===== src/rtl/pfa_pkg.sv =====
// Package: sizes, codes, types and the init classification of the page frame allocator.
package pfa_pkg;

    localparam int PAGE_SLOTS = 32768;
    localparam int COUNT_BITS = 16;
    localparam int FRAME_BITS = $clog2(PAGE_SLOTS);
    localparam int DEPTH_BITS = $clog2(PAGE_SLOTS + 1);
    localparam int CFG_BITS   = 16;
    localparam int REC_BITS   = COUNT_BITS + 1;

    typedef logic [FRAME_BITS-1:0] t_frame;
    typedef logic [COUNT_BITS-1:0] t_count;
    typedef logic [DEPTH_BITS-1:0] t_depth;

    localparam t_count COUNT_MAX = {COUNT_BITS{1'b1}};
    localparam t_depth DEPTH_FULL = DEPTH_BITS'(PAGE_SLOTS);

    // register indexes on the config port
    localparam logic [2:0] CFG_TOTAL_PAGES     = 3'd0;
    localparam logic [2:0] CFG_BASE_PAGES      = 3'd1;
    localparam logic [2:0] CFG_HOLE_FIRST_PAGE = 3'd2;
    localparam logic [2:0] CFG_HOLE_END_PAGE   = 3'd3;
    localparam logic [2:0] CFG_FREE_START_PAGE = 3'd4;

    typedef enum logic [2:0] {
        MODE_INIT  = 3'd0,
        MODE_ALLOC = 3'd1,
        MODE_FREE  = 3'd2,
        MODE_DEC   = 3'd3,
        MODE_INC   = 3'd4
    } t_mode;

    typedef enum logic [2:0] {
        STAT_OK      = 3'd0,
        STAT_EMPTY   = 3'd1,
        STAT_REFUSED = 3'd2,
        STAT_RANGE   = 3'd3,
        STAT_LIMIT   = 3'd4
    } t_status;

    typedef enum logic [1:0] {
        ST_IDLE,
        ST_EXEC,
        ST_SWEEP
    } t_state;

    typedef enum logic [1:0] {
        KIND_NONE,
        KIND_USED,
        KIND_FREE
    } t_kind;

    typedef struct packed {
        logic [15:0] total_pages;
        logic [7:0]  base_pages;
        logic [15:0] hole_first_page;
        logic [15:0] hole_end_page;
        logic [15:0] free_start_page;
        logic [15:0] frames;        // min(total_pages, PAGE_SLOTS)
    } t_cfg;

    // Boot-time role of frame f; the later rule in the list wins.
    function automatic t_kind init_kind(input t_frame f, input t_cfg cfg);
        logic [15:0] fx;
        t_kind       k;
        fx = 16'(f);
        k  = KIND_NONE;
        if (fx >= cfg.frames) begin
            k = KIND_NONE;
        end else if (fx >= cfg.free_start_page) begin
            k = KIND_FREE;
        end else if (fx >= cfg.hole_end_page) begin
            k = KIND_USED;
        end else if (fx >= cfg.hole_first_page) begin
            k = KIND_USED;
        end else if (fx >= 16'd1 && fx < 16'(cfg.base_pages)) begin
            k = KIND_FREE;
        end else if (fx == 16'd0) begin
            k = KIND_USED;
        end
        return k;
    endfunction

endpackage


===== src/rtl/pfa_cfg.sv =====
// Configuration register file and the derived usable frame count.
module pfa_cfg
    import pfa_pkg::*;
(
    input  logic                i_clk,
    input  logic                i_rst_n,
    input  logic                i_cfg_we,
    input  logic [2:0]          i_cfg_idx,
    input  logic [CFG_BITS-1:0] i_cfg_data,
    output t_cfg                o_cfg
);

    logic [15:0] r_total_pages;
    logic [7:0]  r_base_pages;
    logic [15:0] r_hole_first_page;
    logic [15:0] r_hole_end_page;
    logic [15:0] r_free_start_page;

    always_ff @(posedge i_clk) begin
        if (!i_rst_n) begin
            r_total_pages     <= 16'd32768;
            r_base_pages      <= 8'd160;
            r_hole_first_page <= 16'd160;
            r_hole_end_page   <= 16'd256;
            r_free_start_page <= 16'd1024;
        end else if (i_cfg_we) begin
            unique case (i_cfg_idx)
                CFG_TOTAL_PAGES:     r_total_pages     <= i_cfg_data[15:0];
                CFG_BASE_PAGES:      r_base_pages      <= i_cfg_data[7:0];
                CFG_HOLE_FIRST_PAGE: r_hole_first_page <= i_cfg_data[15:0];
                CFG_HOLE_END_PAGE:   r_hole_end_page   <= i_cfg_data[15:0];
                CFG_FREE_START_PAGE: r_free_start_page <= i_cfg_data[15:0];
                default: ;
            endcase
        end
    end

    always_comb begin
        o_cfg.total_pages     = r_total_pages;
        o_cfg.base_pages      = r_base_pages;
        o_cfg.hole_first_page = r_hole_first_page;
        o_cfg.hole_end_page   = r_hole_end_page;
        o_cfg.free_start_page = r_free_start_page;
        o_cfg.frames = (32'(r_total_pages) < PAGE_SLOTS) ? r_total_pages
                                                         : 16'(PAGE_SLOTS);
    end

endmodule


===== config.mk =====
export PLATFORM = sky130hd
export DESIGN_NAME = pfa_cfg
export DESIGN_NICKNAME = d
export VERILOG_FILES = /design/src/rtl/pfa_pkg.sv /design/src/rtl/pfa_cfg.sv
export SDC_FILE = /design/constraint.sdc
export NUM_CORES = 1
export LEC_CHECK = 0
export BUFFER_PORTS_ARGS = -buffer_cell sky130_fd_sc_hd__buf_4
export CELL_PAD_IN_SITES_DETAIL_PLACEMENT = 2
export CELL_PAD_IN_SITES_GLOBAL_PLACEMENT = 2
export CORE_ASPECT_RATIO = 0.75
export CORE_UTILIZATION = 30
export CTS_CLUSTER_SIZE = 28
export DETAILED_ROUTE_END_ITERATION = 16
export GPL_ROUTABILITY_DRIVEN = 0
export GPL_TIMING_DRIVEN = 0
export PLACE_DENSITY_LB_ADDON = 0.05
export REMOVE_ABC_BUFFERS = 1
export SYNTH_ARGS = -nofsm -noshare
export SYNTH_HDL_FRONTEND = slang
export SYNTH_SLANG_ARGS = --single-unit

===== constraint.sdc =====
create_clock -name i_clk -period 3.4 [get_ports i_clk]
set_input_delay 0.51 -clock i_clk [delete_from_list [all_inputs] [get_ports i_clk]]
set_output_delay 0.51 -clock i_clk [all_outputs]
set_load 0.005 [all_outputs]

== After elaboration in Yosys (flattened, before gate mapping) ==
Index checks and enable logic that the tools add are counted.
Storage, ports and cells
  flip-flop bits (word level): 72
  bits of input ports: 22
  logic and storage cells: 17
Cells by class
  order comparisons: 1
  equal/unequal tests: 4
  muxes and demuxes: 1
  reductions and logical operators: 6
Operators by type and width (count)
  16-bit less-than comparator (second input constant): 1
  16-bit two-way mux: 1
  2-bit AND reduction: 5
  3-bit by 2-bit equality test with 1-bit output (second input constant): 2
  3-bit by 1-bit equality test with 1-bit output (second input constant): 1
  3-bit equality test (second input constant): 1
  3-bit logical NOT: 1

== Logic depth before layout (Yosys ltp) ==
  depth after elaboration: 2
  depth in mapped cells: 4
  mapped depth without buffers: 2

== Least setup slack after synthesis ==
No wires, ideal clock.
  path kind: in2reg
  from: input port i_cfg_idx[1]
  to: register r_total_pages[6]
  data arrival time: 1443 ps
  data required time: 3278 ps
  path slack: 1836 ps
  cell stages on the path: 4
  path buffers: 2
  cells stage by stage: or4b_1 buf_6 buf_6 mux2i_1
Between the ends
  word-level cells in the longest chain between the ends: 2
Ends and longest elaborated chain
  start, declared: line pfa_cfg.sv:8  | input logic [2:0] i_cfg_idx,
  3-bit logical NOT: line pfa_cfg.sv:27  | unique case (i_cfg_idx)
  2-bit AND reduction (no source line)
  end signal, assigned: line pfa_cfg.sv:28  | CFG_TOTAL_PAGES: r_total_pages <= i_cfg_data[15:0];
  end, declared: line pfa_cfg.sv:13  | logic [15:0] r_total_pages;
No other way between the ends.
A chain may end at the register's enable or synchronous reset.

==> results.md <==
- Internal: ~0.0015 W
- Util after Layout: 44.4%
- R2R cell count: 2
- Grt ovf: 0
- # clock sinks: 72
- Clock network fraction of design power: 47.1%
- Synth-to-layout area growth: 43.3%
- Largest net degree at the start of global routing: 94
- Num ports: 110
- Hold path cells: 2
- NetSw: 0.000414 W
- Fmax: 496 MHz
- Leak Pwr: 1.98 nW
- CTS Buf Count: 9
- Cell count after synthesis: ~280
- Xor and xnor area share after synthesis: 0%
- Distinct cells, synth: 13
- Critical Setup Path Class: reg2out
- Final critical-path required period: 2020 ps
- First-pass iteration count of the detailed router: 2
- Root Driver: clkbuf_16
- Max-Cap Viols: 0
- Clock transition at the registers of the reported paths: 50 ps
- Worst r2r dst: r_total_pages[15]
- Number of synthesis warnings: 0
- RSZ-0062 raised after global routing: false
- CTS tree: done
- Min Hold Slack: 459 ps
- DRT Wirelength: 8180 um
- Crit path DAT: 1510 ps
- Die Height: 85.9 um
- CTS resizes: 0
- Crit-path max FO: 18
- Switching share of power: a little over a fifth
- Synth Area in Adders: 0%
- Clk buf depth: 2
- Initial core utilization: 31.0%
- Final Max Slew Viols: 0
- Outcome: finished, final reports clean
- PnR worst setup slack: 1380 ps
- Clk_lat worst skew: 320 ps
- Ant. Diodes: 0
- Sequential-to-total area share from yosys stat: 51.2%
- Hold path start: r_free_start_page[0]
- Simple-Gate Fraction of Synth Area: 19.3%
- Final Net Count: 404
- Die X: 114 um
- Postcts setup bufs: 0
- Crit path launch type: register
- Via/cell ratio: 4.48
- Logic pwr share: 7.0%
- Place WS: between 1000 and 1500 ps
- # rows: 30
- Post-synthesis mux area share: 25.6%
- Post-DP Area: 0.00375 mm2
- Main combinational cell family by area after synthesis: multiplexers
- IO buf count: 109
- Count of final setup violators: 0
- Share of cells above drive strength 1: 32.8%
- DR WL/cell: 15.9 um
- Htree depth: 3
- Hold EP: r_free_start_page[0]
- Total number of vias: 2,307
- Setup crit end kind: output port
- First-pass GRT wire length: 12,700 um
- Setup TNS: 0 ps
- Worst EP required: between 2000 and 3000 ps
- Crit share post-route: about 59%
- Core outline area: 0.00908 mm2
- Initial antenna violation count: 0
- Crit Reg-Reg Startpoint: r_total_pages[15]
- Die ar.: 0.00978 mm2
- Final Cell Area: 0.00404 mm2
- Overall Global Routing Usage: 17.4%
- Hold crit path type: reg2reg
- Flop2flop setup slack: 2170 ps
- Hold Vio Cnt, Final: 0
- #FFs+latches synth: approximately 70
- Drt initial violations: 60
- Antenna-violating nets left: 0
- Worst Skew: 0 ps
- Reg power frac: 45.9%
- Measured slew at the worst slew-check pin: 1140 ps
- Area of the mapped netlist: 0.00282 mm2
- DRC Markers: 0
- Vias in the first global route: 2,392
- Worst slew margin: 24.0%
- Syn Area/Cell: 10.0 um2
- Compound-gate portion of the synthesized area: 0%
- CTS Hold Bufs: 0
- Power per standard cell area: 473 mW/mm2
- Max VDD drop: 0.000192 V
- DP HPWL: approximately 5500 um
[Yosys cell counts]
library cell  number  area (um2)
and4b_1            1        10.0
buf_2              4        20.0
buf_4              2        15.0
buf_6              2        22.5
clkbuf_1          14        52.6
dfxtp_1           72        1440
mux2i_1           72         721
nand2_1           81         304
nand4b_1           1        8.76
nand4bb_1          2        22.5
nor2b_1           27         169
nor4bb_1           2        20.0
or4b_1             1        10.0
[critical path: stages, from the launching register on]
cell     delay, ps
dfxtp_1        890
nor2b_1        120
buf_4          180
[final cells by class]
cell class                 instances  area, um2
clock buffer                      12        236
fill                            1023       5050
sequential                        72       1440
timing repair buffer             112        868
clock inverter                     4       45.0
tap                              128        160
multi-input combinational        187       1280
[worst max path at each step]
| stage | startpoint | endpoint | cells after the start | slack (ps) |
|---|---|---|---|---|
| 2_1_floorplan | i_cfg_idx[2] | r_hole_first_page[0] | 2 | 190 |
| 3_3_place_gp | i_cfg_we | r_hole_first_page[2] | 3 | -1680 |
| 3_5_place_dp | i_cfg_idx[2] | r_hole_end_page[4] | 3 | 1240 |
| 4_1_cts | r_total_pages[15] | o_cfg[7] | 2 | 1320 |
| 5_1_grt | r_total_pages[15] | o_cfg[5] | 2 | 1250 |
| 6_report | r_total_pages[15] | o_cfg[7] | 2 | 1380 |
[sequential cells by signal, summed over array words and instances, names as in the netlist]
register and flops:
r_total_pages 16, r_hole_first_page 16, r_base_pages 8, r_free_start_page 16
r_hole_end_page 16
[metrics by stage]
step	power [W]	std cells
final	0.00191	515
after global routing	0.00200	515
after CTS	0.00195	515
after detailed placement	0.00103	499
after global placement	0.00102	496
after floorplan	0.000941	259
[power by group through the flow]
stage	registers, W	clock network, W	logic, W
final	0.000875	0.000899	0.000134
after floorplan	0.000893	0	0.0000482
after global placement	0.000893	0	0.000130
after detailed placement	0.000894	0	0.000137
after CTS	0.000876	0.000933	0.000138
after global routing	0.000877	0.000974	0.000148
[cells in the final DEF (no fill, tap or decap), drive strengths merged]
cell and n:
nor2b 27, and4b 1, nand4bb 2, dfxtp 72, bufinv 1, nor4bb 2
clkinv 3, mux2i 72, nand4b 1, nand2 81, clkbuf 12, or4b 1
buf 112
[metal layers]
layer / GRT usage, % / share of wire [%]
met5: 0 / 0
met4: 4.60 / 0.59
met3: 6.08 / 5.9
met2: 30.1 / 50
met1: 20.6 / 43
[cell families (layout without fill, tap and decap cells)]
group	after synthesis	count (layout)
flops	72	72
simple gates	115	115
buf+inv	22	128
mux	72	72
No activity file was read; power rests on OpenSTA's default activity.
