--- src/rtl/pfa_ram.sv ---
// Generic single-clock RAM: one write port, one read port with registered data.
module pfa_ram #(
    parameter int DEPTH = 16,
    parameter int WIDTH = 8
) (
    input  logic                     i_clk,
    input  logic                     i_we,
    input  logic [$clog2(DEPTH)-1:0] i_waddr,
    input  logic [WIDTH-1:0]         i_wdata,
    input  logic [$clog2(DEPTH)-1:0] i_raddr,
    output logic [WIDTH-1:0]         o_rdata
);

    logic [WIDTH-1:0] mem [DEPTH];

    always_ff @(posedge i_clk) begin
        if (i_we) begin
            mem[i_waddr] <= i_wdata;
        end
    end

    always_ff @(posedge i_clk) begin
        o_rdata <= mem[i_raddr];
    end

endmodule

--- config.mk ---
export PLATFORM = sky130hd
export DESIGN_NAME = pfa_ram
export DESIGN_NICKNAME = d
export VERILOG_FILES = /design/src/rtl/pfa_ram.sv
export SDC_FILE = /design/constraint.sdc
export NUM_CORES = 1
export LEC_CHECK = 0
export ABC_AREA = 1
export BUFFER_PORTS_ARGS = -buffer_cell sky130_fd_sc_hd__buf_4
export CAP_MARGIN = 20
export CELL_PAD_IN_SITES_DETAIL_PLACEMENT = 1
export CELL_PAD_IN_SITES_GLOBAL_PLACEMENT = 1
export CORE_ASPECT_RATIO = 0.8
export CORE_MARGIN = 5
export CORE_UTILIZATION = 44
export DETAILED_ROUTE_END_ITERATION = 12
export PLACE_DENSITY = 0.75
export SLEW_MARGIN = 20
export SYNTH_ARGS = -nofsm -noshare
export SYNTH_HDL_FRONTEND = slang
export SYNTH_SLANG_ARGS = --single-unit
--- constraint.sdc ---
create_clock -name i_clk -period 1 [get_ports i_clk]
set_input_delay 0.1 -clock i_clk [delete_from_list [all_inputs] [get_ports i_clk]]
set_output_delay 0.1 -clock i_clk [all_outputs]
set_load 0.01 [all_outputs]
### After elaboration in Yosys (flattened, before gate mapping)

Memories as Yosys holds them, arrays and structs flattened. A register that Yosys moved wholly into a read port is not among the register bits.
Cells that the tools add are included.

| word-level totals | value |
|---|---|
| bits in registers | 0 |
| RAM bits | 128 |
| bits of input ports | 18 |
| memories | 1 |

Memory list:

| name | depth | bits a word | rd ports | clocked after Yosys merged registers in | write ports | line | RTL |
|---|---|---|---|---|---|---|---|
| mem | 16 | 8 | 1 | 1 | 1 | 14 | `logic [WIDTH-1:0] mem [DEPTH];` |

| operators by class | value |
|---|---|
| mux-type cells | 2 |

Operator list:

| operator | count |
|---|---|
| 1-bit two-way mux | 2 |

### Logic depth before layout (Yosys ltp)

Gate-level depths: netlist (run 1).

| logic depth | value |
|---|---|
| word-level depth | 2 |
| depth in mapped cells | 8 |

### Least setup slack after synthesis (run 1)

Ideal clock, no wire load.

| path | value |
|---|---|
| kind | input -> register |
| from | in i_waddr[3] |
| to | mem mem[4][0], enable pin |
| setup time | 0.370 ns |
| arrival time | 0.681 ns |
| required time | 0.630 ns |
| slack | -0.051 ns |
| stages on the path | 2 |
| cells stage by stage | nand3b_1 -> nor2_1 |

RTL lines:

| element | line | RTL |
|---|---|---|
| start, declared | 8 | `input logic [$clog2(DEPTH)-1:0] i_waddr,` |
| end, declared | 14 |  |

Straight into the memory's write port.

### Worst setup path after layout (run 1)

| path | value |
|---|---|
| from | reg o_rdata[0] (read register of mem) |
| to | out o_rdata[0] |

RTL lines:

| element | line | RTL |
|---|---|---|
| start, declared | 11 | `output logic [WIDTH-1:0] o_rdata` |

No word-level cell between the ends.

==> results.md, run 1 <==
* Outcome: complete, no violations
* Relative slew slack at slightly above 70%
* Mapped Cells at 551
* CP cell instances: buf_6
* Worst-skew pair later-pin latency at 0.42 ns
* DR vias at 4034
* Diode count at 0
* Reg-to-reg startpoint: mem[11][3]
* Initial antenna violation count at 0
* Number of global-route vias before repair at 4359
* Max stage delay cell, worst path: dfxtp_4
* Final nets at between 600 and 700
* Syn nets at 569
* Fmax at 1.00 GHz
* Starting Density at 44.8%
* Grt ovf at 0
* Peak supply drop at approximately 1400 uV
* Startpoint types: flip-flop
* Slowest stage delay, CP at 0.36 ns
* Clock Sinks at 136
* First-pass GRT wire length at roughly 24000 um
* Multi-input gate area at around 1300 um^2
* Power Density at 1880 nW/um^2
* Unique masters post-synth at 12
* H-tree lvl count at 4
* Setup tns final at 0 ns
* Count of input and output buffers at 25
* Mapped cell area at between 5000 and 6000 um^2
* Vias per cell at 5.08
* Die ar. at 15500 um^2
* Maximum clock path buffer count at 2
* Routed Antenna Nets at 0
* Num CTS Buffers at 17
* Tmin final at 0.996 ns
* Max-capacitance violation count at 0
* Number of buffer and inverter stages on the critical path at 1
* Mean Syn Cell Area at 10.5 um^2
* Minimum hold slack at 0.00837 ns
* Crit path launch: o_rdata[0]
* IO Pins at 26
* Area delta synth->final at 23.4%
* Largest delay share family, worst path: flip-flops
* RePlAce Congestion at around 0.84
* Kind of critical path: reg -> out
* CTS tree: yes
* Total GRT Usage at 21.0%
* # setup viols final at 0
* DR DRC count at 0
* Site Rows at 37
* Critical Path End Type: output port
* DRT iter0 DRCs at 347
* Reg clk slew, reported paths at 0.06 ns
* Layout cells sized above 1 at 19.4%
* Routed WL per cell at 19.0 um
* Final Routed Wirelength at around 15000 um
* Critical Path Fanout Max at 1
* Die X-Extent at between 100 and 150 um
* Static Leak at between 3 and 4 nW
* DP HPWL at 9670 um
* Sequential cell area at 4010 um^2
* YS warnings at 0
* Worst Tran Pin Value at approximately 0.4 ns
* Largest net degree at the start of global routing at 35
* Worst Clk Skew at 0.00490 ns
* Seq/Total Area, Yosys at between 60% and 70%
* Postcts setup bufs at 0
* Hold crit path type: in -> reg
* Final hold violation count at 0
* # fillers at 1423
* Final cycle utilization of the critical path at 99.6%
* Worst path required time at 0.90 ns
* Chip height at 112 um
* Power Total at approximately 13 mW
* Iteration count of the initial detailed-routing pass at 5
* Root Driver: clkbuf_16
* Core Box Area at 12900 um^2
* Worst Path Arrival at 0.90 ns
* RSZ-0062 raised after global routing: true
* Final Max Slew Viols at 0
* Flops & latches, synth at 136
* HP Start: i_wdata[0]
==> power by group <==
part	internal, mW	switching [mW]	total [mW]
Sequential	6.38	0.0589	6.44
Clock	3.61	2.35	5.96
Combinational	0.380	0.610	0.990
==> sequential cells by signal, indices dropped and copies added (netlist names) <==
register,count
mem,128
o_rdata,8
==> placed cells by master (no fill, tap or decap), drive strengths merged <==
cell and n:
buf 59, bufinv 2, clkbuf 17, clkinv 8, clkinvlp 5, dfxtp 8
dlygate4sd3 1, edfxtp 128, inv 102, nand2 173, nand3 97, nand3b 2
nor2 17
==> cell families (layout without fill, tap and decap cells) <==
logic type             count (synthesis)  after routing  synth area share, %
buffers and inverters                126            194                 9.52
AND/OR/NAND/NOR                      289            289                 21.0
flip-flops                           136            136                 69.4
==> metrics by stage <==
step | instances | util, % | instance area [um^2] | setup slack (ns)
4_1_cts | 794 | 54.5 | 7020 | -0.0107
3_5_place_dp | 761 | 49.9 | 6420 | -0.134
6_report | 794 | 55.3 | 7120 | 0.00438
2_1_floorplan | 551 | - | 5770 | -0.0508
3_3_place_gp | 761 | 49.9 | 6420 | -0.132
5_1_grt | 794 | 55.3 | 7120 | -0.0211
==> path summary, 6_finish.rpt <==
path	cells past startpoint	slack [ns]	to
max reg2reg	6	0.03	o_rdata[3]
max	1	0.004	o_rdata[0]
min reg2reg	6	0.68	o_rdata[2]
min	1	0.008	mem[15][0]
==> routing by layer <==
layer	wire (um)	vias to the layer above	global-route usage, %
met3	815	30	4.70
met5	0	-	0
li1	-	1885	-
met2	7450	110	34.3
met1	6570	2009	28.0
met4	263	0	6.85
==> synth_stat cells <==
cell      number  area (um^2)
nand2_1      173          649
edfxtp_1     128         3840
inv_1        100          375
nand3_1       97          485
nor2_1        17         63.8
buf_2         13         65.1
dfxtp_1        8          160
buf_6          6         67.6
buf_4          4         30.0
inv_2          2         7.51
nand3b_1       2         15.0
buf_1          1         3.75
==> layout make-up <==
class | instances | share of cell area, %
multi-input combinational | 289 | 18.5
clock buffer | 17 | 5.98
inverter | 102 | 5.38
clock inverter | 15 | 1.92
tap | 175 | 3.08
sequential | 136 | 56.4
timing repair buffer | 60 | 8.79
==> repair_timing <==
item / CTS / global route
setup endpoints to repair: 5 / 13
pin swaps: 0 / 12
endpoints found under the hold margin: 4 / 0
resized for setup: 10 / 25
hold buffers: 1 / 0
Power figures use the tool's default switching activity.
==> inputs of run 2 (changes only) <==
--- a/config.mk
+++ b/config.mk
@@ -10,7 +10,7 @@
 export CAP_MARGIN = 20
 export CELL_PAD_IN_SITES_DETAIL_PLACEMENT = 1
 export CELL_PAD_IN_SITES_GLOBAL_PLACEMENT = 1
-export CORE_ASPECT_RATIO = 0.8
+export CORE_ASPECT_RATIO = 1.5
 export CORE_MARGIN = 5
 export CORE_UTILIZATION = 44
 export DETAILED_ROUTE_END_ITERATION = 12
==> constraint.sdc (replaced) <==
create_clock -name i_clk -period 1 [get_ports i_clk]
set_input_delay 0.1 -clock i_clk [delete_from_list [all_inputs] [get_ports i_clk]]
set_output_delay 0.1 -clock i_clk [all_outputs]
set_load 0.005 [all_outputs]
==> run 2 against run 1 <==
Combinational power is 5% higher. Sequential share of layout area fell by 1.2 points. Via count is 1.9% higher. Design area increased by 1.9%. Power rose by 8.1%. Wire length grew 12%. Clock power up 18%. Critical path type is now reg -> reg. Largest power group is now the clock network. Highest routed layer unchanged.
==> results.md, run 2 (synthesis results as in run 1) <==
* Max reg flops at 128 (unchanged)
* Power Total at 14.5 mW (+8.1%)
* Fmax at 1.00 GHz (-0.32%)
* Diode count at 0 (unchanged)
* First-pass GRT wire length at 26100 um (+8.2%)
* Initial antenna violation count at 0 (unchanged)
* Final Max Slew Viols at 0 (unchanged)
* Num CTS Buffers at 17 (unchanged)
* Largest net degree at the start of global routing at 36 (+2.9%)
* Die ar. at 15500 um^2 (+0.21%)
* DR vias at 4112 (+1.9%)
* RSZ-0062 raised after global routing: true
* Worst path required time at 1.30 ns (+0.40 ns)
* Vias per cell at 5.29 (+4.0%)
* Top Registers: mem x128, o_rdata x8
* Routed WL per cell at 21.8 um (+15%)
* Startpoint types: flip-flop
* Kind of critical path: reg -> reg
* Final hold violation count at 0 (unchanged)
* Final cycle utilization of the critical path at 99.9% (+0.32 points)
* Relative slew slack at 72.2% (-0.57 points)
* Static Leak at 3.15 nW (+2.9%)
* Final Util at 56.0% (+0.68 points)
* IO Pins at 26 (unchanged)
* DP HPWL at 10400 um (+7.8%)
* Total GRT Usage at 23.5% (+2.5 points)
* Tmin final at 0.999 ns (+0.00320 ns)
* Max-capacitance violation count at 0 (unchanged)
* Peak supply drop at 1210 uV (-14%)
* Outcome: complete, no violations
* Area delta synth->final at 25.7%
* Worst Path Arrival at 1.30 ns (+0.40 ns)
* Final Routed Wirelength at 17000 um (+12%)
* Starting Density at 44.5% (-0.29 points)
* Critical Path End Type: flip-flop
* DR DRC count at 0 (unchanged)
* Chip height at 150 um (+34%)
* Postcts setup bufs at 0 (unchanged)
* Commonest non-fill, non-tap cell in the layout: nand2_1
* Die X-Extent at 103 um (-25%)
* H-tree lvl count at 4 (unchanged)
* Root Driver: clkbuf_16
* RePlAce Congestion at 0.842 (about the same)
* Most frequent cells in the layout: 165 x nand2_1, 128 x edfxtp_1, 98 x inv_1
* Iteration count of the initial detailed-routing pass at 4 (-1)
* Layout cells sized above 1 at 24.1% (+4.7 points)
* Number of global-route vias before repair at 4697 (+7.8%)
* Cts-stage hold buffer count at 0 (-1)
* Largest register by flop count: mem
* Maximum clock path buffer count at 2 (unchanged)
* CTS tree: yes
* Critical Path Fanout Max at 1 (unchanged)
* Clock Sinks at 136 (unchanged)
* Pre-CTS setup slack at -0.279 ns (-0.145 ns)
* Final nets at 624 (unchanged)
* Site Rows at 51 (+38%)
* # setup viols final at 0 (unchanged)
* Power Density at 2000 nW/um^2 (+6.1%)
* Routed Antenna Nets at 0 (unchanged)
* Hold crit path type: in -> reg
* Grt ovf at 0 (unchanged)
* Count of input and output buffers at 25 (unchanged)
* Worst-skew pair later-pin latency at 0.42 ns (about the same)
* Core Box Area at 13000 um^2 (+0.65%)
* DRT iter0 DRCs at 237 (-32%)
* Fin worst setup slack at 0.00118 ns (-0.00320 ns)
* Worst Clk Skew at 0.00555 ns (+0.000646 ns)
* Path depth of the worst reg2reg path at 6 (unchanged)
* Worst Tran Pin Value at 0.416 ns (+0.00855 ns)
* Worst hold stages at 3 (+2)
* Reg clk slew, reported paths at 0.06 ns (about the same)
-- run 2: report_power, final --
part           internal [mW]  switching (mW)
Combinational          0.359           0.681
Clock                   4.63            2.38
Sequential              6.37          0.0437
Total                   11.4            3.11
-- run 2: worst max-delay path: stages (launching register included) --
cell      delay (ns)
edfxtp_1        0.40
inv_1           0.08
nand2_1         0.06
nand3_2         0.08
nand3_2         0.08
nand3_2         0.10
nand2_2         0.08
-- run 2: final cells by class --
| class | count | area [um^2] |
|---|---|---|
| Multi-Input combinational cell | 289 | 1460 |
| Fill cell | 1387 | 5700 |
| Sequential cell | 136 | 4000 |
| Clock buffer | 21 | 470 |
| Tap cell | 159 | 199 |
| Timing Repair Buffer | 60 | 538 |
| Clock inverter | 11 | 193 |
| Inverter | 102 | 383 |
-- run 2: layer usage --
layer	routed length (um)	GRT usage, %
met5	0	0
met4	855	14.0
met3	929	4.13
met2	9200	41.4
met1	5990	25.6
-- run 2: timing repair --
| item | 4_1_cts | 5_1_grt |
|---|---|---|
| endpoints found under the setup margin | 7 | 9 |
| pin swaps | 6 | 17 |
| gates resized for setup | 27 | 27 |
-- run 2: per-stage QoR --
stage          instance area (um^2)  instances  setup TNS, ns  hold WS [ns]
6_report                       7250        778              0        0.0431
5_1_grt                        7250        778         -0.225        0.0407
4_1_cts                        7140        778        -0.0178        0.0287
3_5_place_dp                   6340        746         -18.96         0.442
3_3_place_gp                   6340        746         -13.09         0.424
2_1_floorplan                  5770        551          -4.12         0.199
-- run 2: worst paths after layout --
kind / from / to / slack (ns)
setup / recovery: mem[4][0] / o_rdata[0] / 0.001
hold / removal: i_raddr[3] / o_rdata[3] / 0.04
hold reg to reg: mem[12][1] / o_rdata[1] / 0.68
setup reg to reg: mem[4][0] / o_rdata[0] / 0.001
